[src/rtl/acc_pkg.sv]
`default_nettype none
package acc_pkg;

  localparam int unsigned TimeW   = 32;
  localparam int unsigned PeriodW = 16;
  localparam int unsigned CfgIdxW = 2;

  localparam logic [PeriodW-1:0] BeepPeriodRst   = 16'd270;
  localparam logic [PeriodW-1:0] HeartbeatOnRst  = 16'd50;
  localparam logic [PeriodW-1:0] HeartbeatOffRst = 16'd950;

  localparam logic [CfgIdxW-1:0] RegBeepPeriod   = 2'd0;
  localparam logic [CfgIdxW-1:0] RegHeartbeatOn  = 2'd1;
  localparam logic [CfgIdxW-1:0] RegHeartbeatOff = 2'd2;

  typedef enum logic [1:0] {
    KIND_NONE  = 2'd0,
    KIND_START = 2'd1,
    KIND_STOP  = 2'd2
  } acc_kind_e;

  typedef struct packed {
    logic [PeriodW-1:0] beep_period_ms;
    logic [PeriodW-1:0] heartbeat_on_ms;
    logic [PeriodW-1:0] heartbeat_off_ms;
  } acc_cfg_t;

  typedef struct packed {
    logic [TimeW-1:0] now_ms;
    logic             link_up;
    logic             button_cancel;
    logic [1:0]       packet_kind;
    logic [TimeW-1:0] packet_stamp;
  } acc_item_t;

  typedef struct packed {
    logic             armed;
    logic             cancel_pending;
    logic [TimeW-1:0] last_stamp;
    logic [TimeW-1:0] beep_mark;
    logic [TimeW-1:0] beat_mark;
    logic             beep_phase;
    logic             sounding;
    logic             red_level;
    logic             green_level;
  } acc_state_t;

  typedef struct packed {
    logic request_reconnect;
    logic report_stop;
    logic buzzer_on;
    logic green_led;
    logic red_led;
  } acc_result_t;

endpackage
`default_nettype wire

[src/rtl/acc_pass.sv]
`default_nettype none
module acc_pass (
  input  acc_pkg::acc_cfg_t    cfg_i,
  input  acc_pkg::acc_state_t  state_i,
  input  acc_pkg::acc_item_t   item_i,
  output acc_pkg::acc_state_t  state_o,
  output acc_pkg::acc_result_t result_o
);
  import acc_pkg::*;

  logic [TimeW-1:0] beat_elapsed;
  logic [TimeW-1:0] beep_elapsed;
  logic [TimeW-1:0] beep_mark_mid;
  logic [PeriodW-1:0] beat_wait;
  logic start_ok;
  logic armed_mid;
  logic cancel_mid;
  logic report;

  assign beat_elapsed = item_i.now_ms - state_i.beat_mark;
  assign beat_wait    = state_i.green_level ? cfg_i.heartbeat_on_ms : cfg_i.heartbeat_off_ms;
  assign start_ok     = (item_i.packet_kind == KIND_START) &&
                        (item_i.packet_stamp > state_i.last_stamp);
  assign beep_mark_mid = start_ok ? item_i.now_ms : state_i.beep_mark;
  assign armed_mid     = start_ok | state_i.armed;
  assign cancel_mid    = (item_i.packet_kind == KIND_STOP) |
                         (~start_ok & (state_i.cancel_pending | item_i.button_cancel));
  assign beep_elapsed  = item_i.now_ms - beep_mark_mid;

  always_comb begin
    state_o = state_i;
    report  = 1'b0;
    state_o.cancel_pending = state_i.cancel_pending | item_i.button_cancel;
    if (!item_i.link_up) begin
      state_o.red_level   = 1'b1;
      state_o.green_level = 1'b0;
    end else begin
      if (!state_i.armed) begin
        state_o.red_level = 1'b0;
        if (beat_elapsed >= {{(TimeW-PeriodW){1'b0}}, beat_wait}) begin
          state_o.beat_mark   = item_i.now_ms;
          state_o.green_level = ~state_i.green_level;
        end
      end
      if (start_ok) begin
        state_o.last_stamp  = item_i.packet_stamp;
        state_o.red_level   = 1'b1;
        state_o.green_level = 1'b0;
      end
      state_o.armed          = armed_mid;
      state_o.cancel_pending = cancel_mid;
      state_o.beep_mark      = beep_mark_mid;
      if (armed_mid) begin
        if (beep_elapsed >= {{(TimeW-PeriodW){1'b0}}, cfg_i.beep_period_ms}) begin
          state_o.beep_phase = ~state_i.beep_phase;
          state_o.sounding   = ~state_i.beep_phase;
          state_o.beep_mark  = item_i.now_ms;
        end
        if (cancel_mid) begin
          state_o.sounding       = 1'b0;
          state_o.red_level      = 1'b0;
          state_o.green_level    = 1'b0;
          state_o.armed          = 1'b0;
          state_o.cancel_pending = 1'b0;
          report                 = 1'b1;
        end
      end
    end
  end

  assign result_o.red_led           = state_o.red_level;
  assign result_o.green_led         = state_o.green_level;
  assign result_o.buzzer_on         = state_o.sounding;
  assign result_o.report_stop       = report;
  assign result_o.request_reconnect = ~item_i.link_up;

endmodule
`default_nettype wire

[src/rtl/alarm_annunciator_control.sv]
`default_nettype none
// Alarm annunciator control. One slave transaction is one control pass and
// yields exactly one master transaction holding the LED, buzzer and pulse
// levels after that pass. The block takes one transaction per clock: a pass
// is registered on entry, evaluated combinationally against the stored
// state, and its result held in an output register; a stalled master
// side only stops the input once both registers
// are full. Configuration writes are taken every cycle and should only be
// issued while no pass is in flight; writes to an unused index are dropped.
module alarm_annunciator_control (
  input  wire logic        clk_i,
  input  wire logic        rst_ni,
  input  wire logic        cfg_valid_i,
  output logic             cfg_ready_o,
  input  wire logic [1:0]  cfg_index_i,
  input  wire logic [15:0] cfg_data_i,
  input  wire logic        s_axis_tvalid,
  output logic             s_axis_tready,
  // [31:0] now_ms, [32] link_up, [33] button_cancel, [65:34] packet_stamp, [71:66] zero
  input  wire logic [71:0] s_axis_tdata,
  // [1:0] packet_kind
  input  wire logic [1:0]  s_axis_tuser,
  output logic             m_axis_tvalid,
  input  wire logic        m_axis_tready,
  // [0] red_led, [1] green_led, [2] buzzer_on, [3] report_stop,
  // [4] request_reconnect, [7:5] zero
  output logic [7:0]       m_axis_tdata
);
  import acc_pkg::*;

  acc_cfg_t    cfg_q;
  acc_state_t  state_q, state_d;
  acc_item_t   item_q;
  acc_result_t result_d, result_q;
  logic        item_valid_q;
  logic        advance;

  assign cfg_ready_o   = 1'b1;
  assign advance       = item_valid_q & (~m_axis_tvalid | m_axis_tready);
  assign s_axis_tready = ~item_valid_q | advance;

  always_ff @(posedge clk_i or negedge rst_ni) begin
    if (!rst_ni) begin
      cfg_q.beep_period_ms   <= BeepPeriodRst;
      cfg_q.heartbeat_on_ms  <= HeartbeatOnRst;
      cfg_q.heartbeat_off_ms <= HeartbeatOffRst;
    end else if (cfg_valid_i) begin
      unique case (cfg_index_i)
        RegBeepPeriod:   cfg_q.beep_period_ms   <= cfg_data_i;
        RegHeartbeatOn:  cfg_q.heartbeat_on_ms  <= cfg_data_i;
        RegHeartbeatOff: cfg_q.heartbeat_off_ms <= cfg_data_i;
        default: ;
      endcase
    end
  end

  always_ff @(posedge clk_i) begin
    if (s_axis_tvalid && s_axis_tready) begin
      item_q.now_ms        <= s_axis_tdata[31:0];
      item_q.link_up       <= s_axis_tdata[32];
      item_q.button_cancel <= s_axis_tdata[33];
      item_q.packet_stamp  <= s_axis_tdata[65:34];
      item_q.packet_kind   <= s_axis_tuser;
    end
    if (advance) begin
      result_q <= result_d;
    end
  end

  always_ff @(posedge clk_i or negedge rst_ni) begin
    if (!rst_ni) begin
      item_valid_q  <= 1'b0;
      m_axis_tvalid <= 1'b0;
      state_q       <= '{armed: 1'b0, cancel_pending: 1'b0, last_stamp: '0,
                         beep_mark: '0, beat_mark: '0, beep_phase: 1'b0,
                         sounding: 1'b0, red_level: 1'b1, green_level: 1'b0};
    end else begin
      if (s_axis_tready) begin
        item_valid_q <= s_axis_tvalid;
      end
      if (advance) begin
        state_q       <= state_d;
        m_axis_tvalid <= 1'b1;
      end else if (m_axis_tready) begin
        m_axis_tvalid <= 1'b0;
      end
    end
  end

  acc_pass u_pass (
    .cfg_i    (cfg_q),
    .state_i  (state_q),
    .item_i   (item_q),
    .state_o  (state_d),
    .result_o (result_d)
  );

  assign m_axis_tdata = {3'b000, result_q};

endmodule
`default_nettype wire

[config.mk]
export PLATFORM = sky130hd
export DESIGN_NAME = alarm_annunciator_control
export DESIGN_NICKNAME = d
export VERILOG_FILES = /design/src/rtl/acc_pkg.sv /design/src/rtl/acc_pass.sv /design/src/rtl/alarm_annunciator_control.sv
export SDC_FILE = /design/constraint.sdc
export NUM_CORES = 1
export LEC_CHECK = 0
export ABC_AREA = 1
export BUFFER_PORTS_ARGS = -buffer_cell sky130_fd_sc_hd__buf_2
export CAP_MARGIN = 20
export CORE_MARGIN = 8
export CORE_UTILIZATION = 30
export CTS_CLUSTER_SIZE = 14
export DETAILED_ROUTE_END_ITERATION = 12
export SLEW_MARGIN = 10
export SYNTH_ARGS = -nofsm -noshare
export SYNTH_HDL_FRONTEND = slang
export SYNTH_SLANG_ARGS = --single-unit
[constraint.sdc]
create_clock -name clk_i -period 6.6 [get_ports clk_i]
set_input_delay 0.33 -clock clk_i [delete_from_list [all_inputs] [get_ports clk_i]]
set_output_delay 0.33 -clock clk_i [all_outputs]
set_load 0.01 [all_outputs]
Yosys cells after proc, flatten, opt, wreduce, memory -nomap -nowiden
Cells that the tools add are included.
Storage, ports and cells
  flip-flop bits (word level): 225
  bits of input ports: 97
  output and inout port bits: 11
  logic and storage cells: 79
Operators by class
  add/subtract/negate cells: 2
  $lt $le $gt $ge: 3
  eq/ne operators: 4
  muxes and demuxes: 20
  bitwise gates (word level): 14
  reduce and logical (&&, ||, !) cells: 12
Operators by type and width (count)
  two-way mux 32 bit: 6
  two-way mux 99 bit: 1
  >= comparator 32 x 16 -> 1 bit: 2
  subtractor 32 bit: 2
  > comparator 32 bit: 1
  two-way mux 16 bit: 1
  two-way mux 2 bit: 6
  AND reduction 2 bit: 5
  AND reduction 4 bit: 2
  NOT 1 bit: 7
  OR 1 bit: 5
  equality test 2 x 1 -> 1 bit, second input constant: 2
  equality test 2 bit, second input constant: 2
  two-way mux 1 bit: 4
  two-way mux 4 bit: 1
  two-way mux 3 bit: 1
  AND reduction 3 bit: 1
  AND 1 bit: 2
  logical AND 1 bit: 2
  logical NOT 2 bit: 1
  nonzero test 2 bit: 1

Longest topological paths before layout
Gate-level depths: netlist (run 1).
  depth in word-level cells: 9
  mapped depth: 44
  mapped depth without buffers: 44

By module
Synthesis (run 1) repeated with hierarchy kept, for this count alone.
Unflattened totals
  cells, all modules: 2430
  area, all modules: 17177.7 µm²
Modules (own cells, without submodules)
  acc_pass: instances 1, cells each 1684, area each 8769.7 µm², sequential area each 0.0 µm²
  alarm_annunciator_control: instances 1, cells each 746, area each 8408.1 µm², sequential area each 6014.5 µm²

Least setup slack after synthesis (run 1)
No wires, ideal clock.
  path type: flip-flop to flip-flop
  start: reg item_q[23] (netlist bit)
  end: reg state_q[36] (netlist bit)
  setup time: 0.120 ns
  arrival time: 4.828 ns
  data required time: 6.480 ns
  slack: 1.651 ns
  stages on the path, launching flop included: 36
  path buffers: 4
  period minus slack after synthesis: 4.949 ns
  cell sequence: edfxtp_1 > ha_1 > nand2_1 > nor2_1 > nand3b_1 > nor3b_1 > a21oi_1 > nand2_1 > buf_2 > buf_2 > mux2i_1 > ha_1 > nand2_1 > inv_1 > nand2_1 > inv_1 > nand2_1 > nand2_1 > a21oi_1 > o21bai_1 > xor2_1 > ha_1 > nand2_1 > nor2_1 > a211oi_1 > nand2_1 > nor2_1 > nand2_1 > nor2_2 > nand3_2 > nor2_4 > nand2_4 > buf_6 > buf_6 > o21ai_1 > nand2_1
On the way
  cells in the longest elaborated chain, start to end: 7
  elaborated cells on any way between the ends: 8
  those cells by class: 1 x add/sub; 2 x order compare; 3 x mux; 1 x bitwise; 1 x reduce/logical
RTL lines
  start, declared: line alarm_annunciator_control.sv:33  | acc_item_t item_q;
  > comparator 32 bit (*): line acc_pass.sv:23  | (item_i.packet_stamp > state_i.last_stamp);
  logical AND 1 bit (*): line acc_pass.sv:22  | assign start_ok = (item_i.packet_kind == KIND_START) &&
  two-way mux 32 bit: line acc_pass.sv:24  | assign beep_mark_mid = start_ok ? item_i.now_ms : state_i.beep_mark;
  subtractor 32 bit: line acc_pass.sv:28  | assign beep_elapsed = item_i.now_ms - beep_mark_mid;
  >= comparator 32 x 16 -> 1 bit: line acc_pass.sv:54  | if (beep_elapsed >= {{(TimeW-PeriodW){1'b0}}, cfg_i.beep_period_ms}) begin
  two-way mux 32 bit: line acc_pass.sv:54
  two-way mux 32 bit (*): line acc_pass.sv:53  | if (armed_mid) begin
  end signal, assigned: line alarm_annunciator_control.sv:74  | state_q <= '{armed: 1'b0, cancel_pending: 1'b0, last_stamp: '0,
  end signal, assigned: line alarm_annunciator_control.sv:82  | state_q <= state_d;
  end, declared: line alarm_annunciator_control.sv:32  | acc_state_t state_q, state_d;
Mark *: on every way between the ends. The rest lies on a longest branch, timed or not.
A chain may end at the register's enable or synchronous reset.

Worst setup path in the final report (run 1)
  start: reg item_q[23] (netlist bit)
  end: reg state_q[67] (netlist bit)
The elaborated chain is that of the path after synthesis.

==> out/qor.yml, run 1 <==
run_status:
  outcome: "completed"
worst_setup_path:
  path_buf_inv: 2
  cp_data_required_time_ns: 7.05
  cp-end-kind: "register"
  path_depth: 34
  critPathKind: "reg2reg"
  path_delay_family: "simple AND/OR/NAND/NOR gates"
  r2r-end: "state_q[67]$_DFFE_PN0P_"
  start_kind: "register"
  critPathMaxStageDelay_ns: 0.39
  slowest_stage: "edfxtp_1"
  crit_fanout: 30
  reg2regPathDepth: 34
  r2r-start: "item_q[23]$_DFFE_PP_"
  worst_ep_arrival_time_ns: 6.42
  reg2reg_slack_ns: 0.63
  crit_top_cell: "nand2_1"
global_routing:
  antenna_found_initial: 0
  grt_pass1_vias: 13300
  track_usage_pct: 14.6
  grt_remaining_overflow: 0
  grt_pass1_wl_um: 68000
  grt_max_degree: 91
cts:
  tritoncts: "built"
  root_buffer: "clkbuf_16"
  post_cts_buffers: 0
  htreeDepth: 1
  path_clk_slew_ns: 0.07
  clkLatencyLatePin_ns: 0.57
  clock_sinks: 225
  cts_made_buffers: 27
  cts_max_path_buffers: 3
synth:
  ys_ff_latch: 225
  netlist_instances: 1999
  synth.avg_cell_area_sq_um: 7.51
  synth_cell_type_count: 49
  async_flop_share_pct: 67.6
  yosysWarnings: 0
  synth-edff-count: 73
  synth_ff_type: "dfrtp_1"
  yosysSeqAreaShare_pct: 40.1
  syn_area_sq_um: 15000
timing:
  drv_slew: 0
  fmax_mhz: 168
  fin_crit_ns: 5.97
  tightestPinTransition_ns: 1.03
  finalHoldViolations: 0
  rsz0062_at_grt: "false"
  timing.slew.headroom_pct: 31.3
  setup_tns_ns: 0
  worst_clock_skew_ns: 0.0256
  finalCritPeriodShare_pct: 90.5
  setup_viol: 0
route:
  wirelength_um: 42300
  drc: 0
  vias_per_cell: 4.60
  routedWlPerCell_um: 14.8
  vias: 13200
  ant_nets: 0
  first_pass_iters: 5
  drt_iter0_markers: 765
place:
  dp_hpwl_um: 32700
  gp_congestion: 0.924
  placed_cells: 2737
  portBuffers: 97
job:
  cap_violations: 0
die:
  fp.coreArea_sq_um: 49800
  die-area_sq_um: 57400
  pin_count: 108
  placementRows: 82
  start_util_pct: 30.2
  die_h_um: 240
  die_x_um: 240
power_and_ir_drop:
  p_per_area_nw_per_um2: 370
  p_leak_nw: 9.13
  ir_drop_mv: 0.240
layout:
  nets: 2395
  layout_commonest_cell: "nand2_1"
  n_fill_cell: 5184
  instances_no_fill: 2861
  diodes: 0
  area_growth_pct: 19.2
  drive_gt1_share_pct: 9.73
  mostFrequentLayoutCells: "620 x nand2_1, 302 x inv_1, 144 x nor2_1, 137 x dfrtp_1, 128 x ha_1"
min_path:
  hold_path_end: "cfg_q[2]$_DFFE_PN1P_"
  min_path_type: "in2reg"
  min_from: "cfg_data_i[2]"
  holdPathStages: 3
power by group:
group / internal (mW) / leakage [nW] / switching [mW]
clock: 0.848 / 0.421 / 0.605
combinational: 1.20 / 6.26 / 2.09
sequential: 1.73 / 2.46 / 0.152
state kept, by name (all words and copies together), names as in the netlist:
name and cells:
state_q 102, m_axis_tdata 5, m_axis_tvalid 1, item_q 68
cfg_q 48, item_valid_q 1
stage by stage:
| stage | instance area, sq um | utilization [%] | hold slack [ns] | total power [mW] | setup WS, ns |
|---|---|---|---|---|---|
| floorplan | 15000 | - | 0.0344 | 4.24 | 1.65 |
| global placement | 16200 | 32.6 | 0.457 | 5.06 | 0.557 |
| detailed placement | 16200 | 32.6 | 0.464 | 5.15 | 0.477 |
| CTS | 17800 | 35.8 | 0.0150 | 6.68 | 0.451 |
| global route | 17900 | 35.9 | 0.0576 | 7.25 | 0.0248 |
| finish | 17900 | 35.9 | 0.0537 | 6.62 | 0.630 |
cells in the mapped netlist (all sizes together) (27+ instances only):
cell    number  area share, %
a21oi      118            4.0
dfrtp      137             23
edfxtp      73             15
ha         128             11
inv        311            7.8
mux2i       28            1.9
nand2      628             16
nand3       91            3.1
nor2       163            4.4
nor3        27           0.97
o21ai      126            4.2
xor2        28            1.6
worst max-delay path by stage:
stage	start	to	slack (ns)
after floorplan	item_q[23]$_DFFE_PP_	state_q[36]$_DFFE_PN0P_	1.65
after global placement	item_q[23]$_DFFE_PP_	state_q[67]$_DFFE_PN0P_	0.56
after detailed placement	item_q[23]$_DFFE_PP_	state_q[67]$_DFFE_PN0P_	0.48
after CTS	item_q[23]$_DFFE_PP_	state_q[67]$_DFFE_PN0P_	0.45
after global routing	item_q[22]$_DFFE_PP_	state_q[67]$_DFFE_PN0P_	0.02
final	item_q[23]$_DFFE_PP_	state_q[67]$_DFFE_PN0P_	0.63
final cells by class:
cell class | count | area, sq um | share of cell area, %
Clock inverter | 16 | 153 | 0.854
Clock buffer | 34 | 712 | 3.98
Timing Repair Buffer | 181 | 1360 | 7.59
Inverter | 311 | 1170 | 6.53
Tap cell | 672 | 841 | 4.70
Sequential cell | 225 | 6010 | 33.6
Multi-Input combinational cell | 1422 | 7630 | 42.7
cells by family after synthesis:
family                     Yosys count  synth area share (%)
and+or+nand+nor                    943                  25.9
buffers and inverters              354                  9.16
AOI/OAI and AO/OA                  285                  10.2
DFF                                225                  40.1
adders and majority gates          130                  10.9
xor gates and xnor gates            32                  1.87
muxes                               28                  1.87
other                                2                0.0501
timing repair:
action                                 4_1_cts  5_1_grt
setup endpoints to repair                    0       18
endpoints found under the hold margin      157        0
resized for setup                            0        1
hold buffers                                70        0
routing by layer:
metal	part of all wire, %	up-vias	global-route usage, %
met1	44	6131	17.5
li1	-	6758	-
met5	0	-	0
met3	3.9	67	2.09
met2	50	211	26.6
met4	2.9	0	4.57
worst reg2reg max path, delay by kind of cell, from the launching register on:
family                   cells  cell delay (ns)
AND/OR/NAND/NOR             22             2.76
adder cells (fa/ha/maj)      3             0.98
AO/OA/AOI/OAI                5             0.93
flip-flops                   1             0.39
multiplexers                 1             0.37
buffers and inverters        2             0.25
XOR/XNOR                     1             0.19
Note: power is estimated with default switching activity, not from simulation.
==> run 2: changes to the inputs <==
BUFFER_PORTS_ARGS = -buffer_cell sky130_fd_sc_hd__clkbuf_2   (was -buffer_cell sky130_fd_sc_hd__buf_2)
REMOVE_ABC_BUFFERS = 1   (was default)
==> out/qor.yml, run 2 (synthesized netlist as in run 1, its figures left out) <==
worst_setup_path:
  start_kind: "register"  # unchanged
  slowest_stage: "edfxtp_1"  # unchanged
  reg2reg_slack_ns: 0.59  # was 0.63 ns
  worst_ep_arrival_time_ns: 6.42  # about the same
  reg2regPathDepth: 34  # unchanged
  crit_top_cell: "nand2_1"  # unchanged
  r2r-start: "item_q[23]$_DFFE_PP_"  # unchanged
  crit_fanout: 30  # unchanged
  critPathKind: "reg2reg"  # unchanged
  critPathMaxStageDelay_ns: 0.40  # was 0.39 ns
  cp_data_required_time_ns: 7.01  # was 7.05 ns
  r2r-end: "state_q[67]$_DFFE_PN0P_"  # unchanged
  cp-end-kind: "register"  # unchanged
  path_buf_inv: 3  # was 2
  path_delay_family: "simple AND/OR/NAND/NOR gates"  # unchanged
place:
  gp_congestion: 0.880  # was 0.924
  portBuffers: 97  # unchanged
  place_ws_ns: 0.587  # was 0.477 ns
  postPlaceCellArea_sq_um: 16200  # about the same
  dp_hpwl_um: 31800  # was 32,700 um
global_routing:
  grt_remaining_overflow: 0  # unchanged
  grt_pass1_vias: 13300  # about the same
  antenna_found_initial: 0  # unchanged
  track_usage_pct: 14.6  # about the same
  grt_pass1_wl_um: 67900  # was 68,000 um
  grt_max_degree: 81  # was 91
timing:
  finalCritPeriodShare_pct: 91.1  # was 90.5%
  fin_crit_ns: 6.01  # was 5.97 ns
  tightestPinTransition_ns: 1.00  # was 1.03 ns
  timing.slew.headroom_pct: 33.1  # was 31.3%
  rsz0062_at_grt: "false"  # unchanged
  finalHoldViolations: 0  # unchanged
  timing.final.ws_setup_ns: 0.589  # was 0.630 ns
  fmax_mhz: 166  # was 168 MHz
  setup_tns_ns: 0  # unchanged
  worst_clock_skew_ns: 0.0249  # was 0.0256 ns
  drv_slew: 0  # unchanged
  setup_viol: 0  # unchanged
route:
  drc: 0  # unchanged
  routedWlPerCell_um: 14.7  # was 14.8 um
  ant_nets: 0  # unchanged
  vias: 13100  # was 13,200
  vias_per_cell: 4.58  # was 4.60
  routed.top_layer: "met4"  # unchanged
  wirelength_um: 41900  # was 42,300 um
  wl_met3_um: 1690  # was 1650 um
  first_pass_iters: 5  # unchanged
  drt_iter0_markers: 690  # was 765
  wl_met2_um: 21000  # about the same
  met1_length_um: 18400  # about the same
run_status:
  outcome: "completed"  # unchanged
die:
  die_x_um: 240  # unchanged
  pin_count: 108  # unchanged
  fp.coreArea_sq_um: 49800  # unchanged
  placementRows: 82  # unchanged
  die_h_um: 240  # unchanged
  die-area_sq_um: 57400  # unchanged
  start_util_pct: 30.2  # unchanged
power_and_ir_drop:
  ir_drop_mv: 0.197  # was 0.240 mV
  finalPower_mw: 6.76  # was 6.62 mW
  p_per_area_nw_per_um2: 377  # was 370 nW/um^2
  p_leak_nw: 9.17  # was 9.13 nW
layout:
  area_growth_pct: 19.5  # was 19.2%
  max_flop_register: "state_q"  # unchanged
  reg_top3: "state_q x102, item_q x68, cfg_q x48"  # unchanged
  largest_reg_flops: 102  # unchanged
  mostFrequentLayoutCells: "621 x nand2_1, 302 x inv_1, 143 x nor2_1, 137 x dfrtp_1, 128 x ha_1"  # was 620 x nand2_1, 302 x inv_1, 144 x nor2_1, 137 x dfrtp_1, 128 x ha_1
  layout_commonest_cell: "nand2_1"  # unchanged
  nets: 2391  # was 2,395
  drive_gt1_share_pct: 9.75  # was 9.73%
  final_cell_area_sq_um: 17900  # about the same
  n_fill_cell: 5195  # was 5,184
cts:
  cts_max_path_buffers: 3  # unchanged
  clock_sinks: 225  # unchanged
  root_buffer: "clkbuf_16"  # unchanged
  cts_resized: 0  # unchanged
  clkLatencyLatePin_ns: 0.56  # was 0.57 ns
  path_clk_slew_ns: 0.06  # was 0.07 ns
  tritoncts: "built"  # unchanged
  cts_made_buffers: 26  # was 27
  htreeDepth: 1  # unchanged
min_path:
  hold_path_end: "cfg_q[1]$_DFFE_PN1P_"  # was cfg_q[2]$_DFFE_PN1P_
  min_from: "cfg_data_i[1]"  # was cfg_data_i[2]
  holdPathStages: 3  # unchanged
  min_path_type: "in2reg"  # unchanged
job:
  cap_violations: 0  # unchanged
## run 2: cell count changes in the layout (fill, tap and decap cells not counted), moves of 2 or more
cell	previous run	this run
buf_4	9	7
inv_6	4	0
clkinv_1	2	0
clkbuf_2	0	96
bufinv_16	2	4
clkbuf_1	6	4
buf_2	96	0
clkbuf_8	1	5
## run 2: final cells by class
| cell class | instances | area, sq um | share of cell area [%] |
|---|---|---|---|
| Antenna cell | 1 | 2.50 | 0.0140 |
| Clock buffer | 37 | 785 | 4.38 |
| Clock inverter | 11 | 164 | 0.914 |
| Inverter | 311 | 1170 | 6.51 |
| Multi-Input combinational cell | 1422 | 7630 | 42.6 |
| Sequential cell | 225 | 6010 | 33.5 |
| Tap cell | 672 | 841 | 4.69 |
| Timing Repair Buffer | 178 | 1320 | 7.38 |
## run 2: worst reg2reg max path: cells and delay by family, from the launching register on
family	cells	cell delay [ns]
AOI/OAI and AO/OA	5	1.00
buffers and inverters	3	0.41
adders and majority gates	3	0.94
muxes	1	0.34
and+or+nand+nor	21	2.62
DFF	1	0.40
xor gates and xnor gates	1	0.19
## run 2: what timing repair did
action                                 4_1_cts  5_1_grt
hold buffers                                69        0
endpoints found under the hold margin      146        0
buffers inserted                             0        0
## run 2: report_power, final
group	internal (mW)	switching, mW
Sequential	1.73	0.150
Clock	0.982	0.603
Combinational	1.19	2.11
Total	3.90	2.86
## run 2: worst max path at each step
stage / from / slack (ns) / depth (start not counted) / end
after floorplan: item_q[23]$_DFFE_PP_ / 1.12 / 33 / state_q[67]$_DFFE_PN0P_
after global placement: item_q[23]$_DFFE_PP_ / 0.68 / 34 / state_q[67]$_DFFE_PN0P_
after detailed placement: item_q[23]$_DFFE_PP_ / 0.59 / 32 / state_q[67]$_DFFE_PN0P_
after CTS: item_q[23]$_DFFE_PP_ / 0.56 / 32 / state_q[67]$_DFFE_PN0P_
after global routing: item_q[23]$_DFFE_PP_ / 0.02 / 32 / state_q[56]$_DFFE_PN0P_
final: item_q[23]$_DFFE_PP_ / 0.59 / 34 / state_q[67]$_DFFE_PN0P_
## run 2: stage by stage
stage / hold WS [ns] / util, % / std cells
floorplan: 0.0344 / - / 1958
global route: 0.0141 / 36.0 / 2856
detailed placement: 0.461 / 32.6 / 2734
finish: 0.0143 / 36.0 / 2857
global placement: 0.452 / 32.6 / 2734
CTS: 0.000644 / 35.9 / 2851
## run 2: routing by layer
layer,GRT usage (%),vias to the layer above
met3,1.88,54
met4,3.29,0
met5,0,-
li1,-,6730
met2,26.7,241
met1,18.0,6061
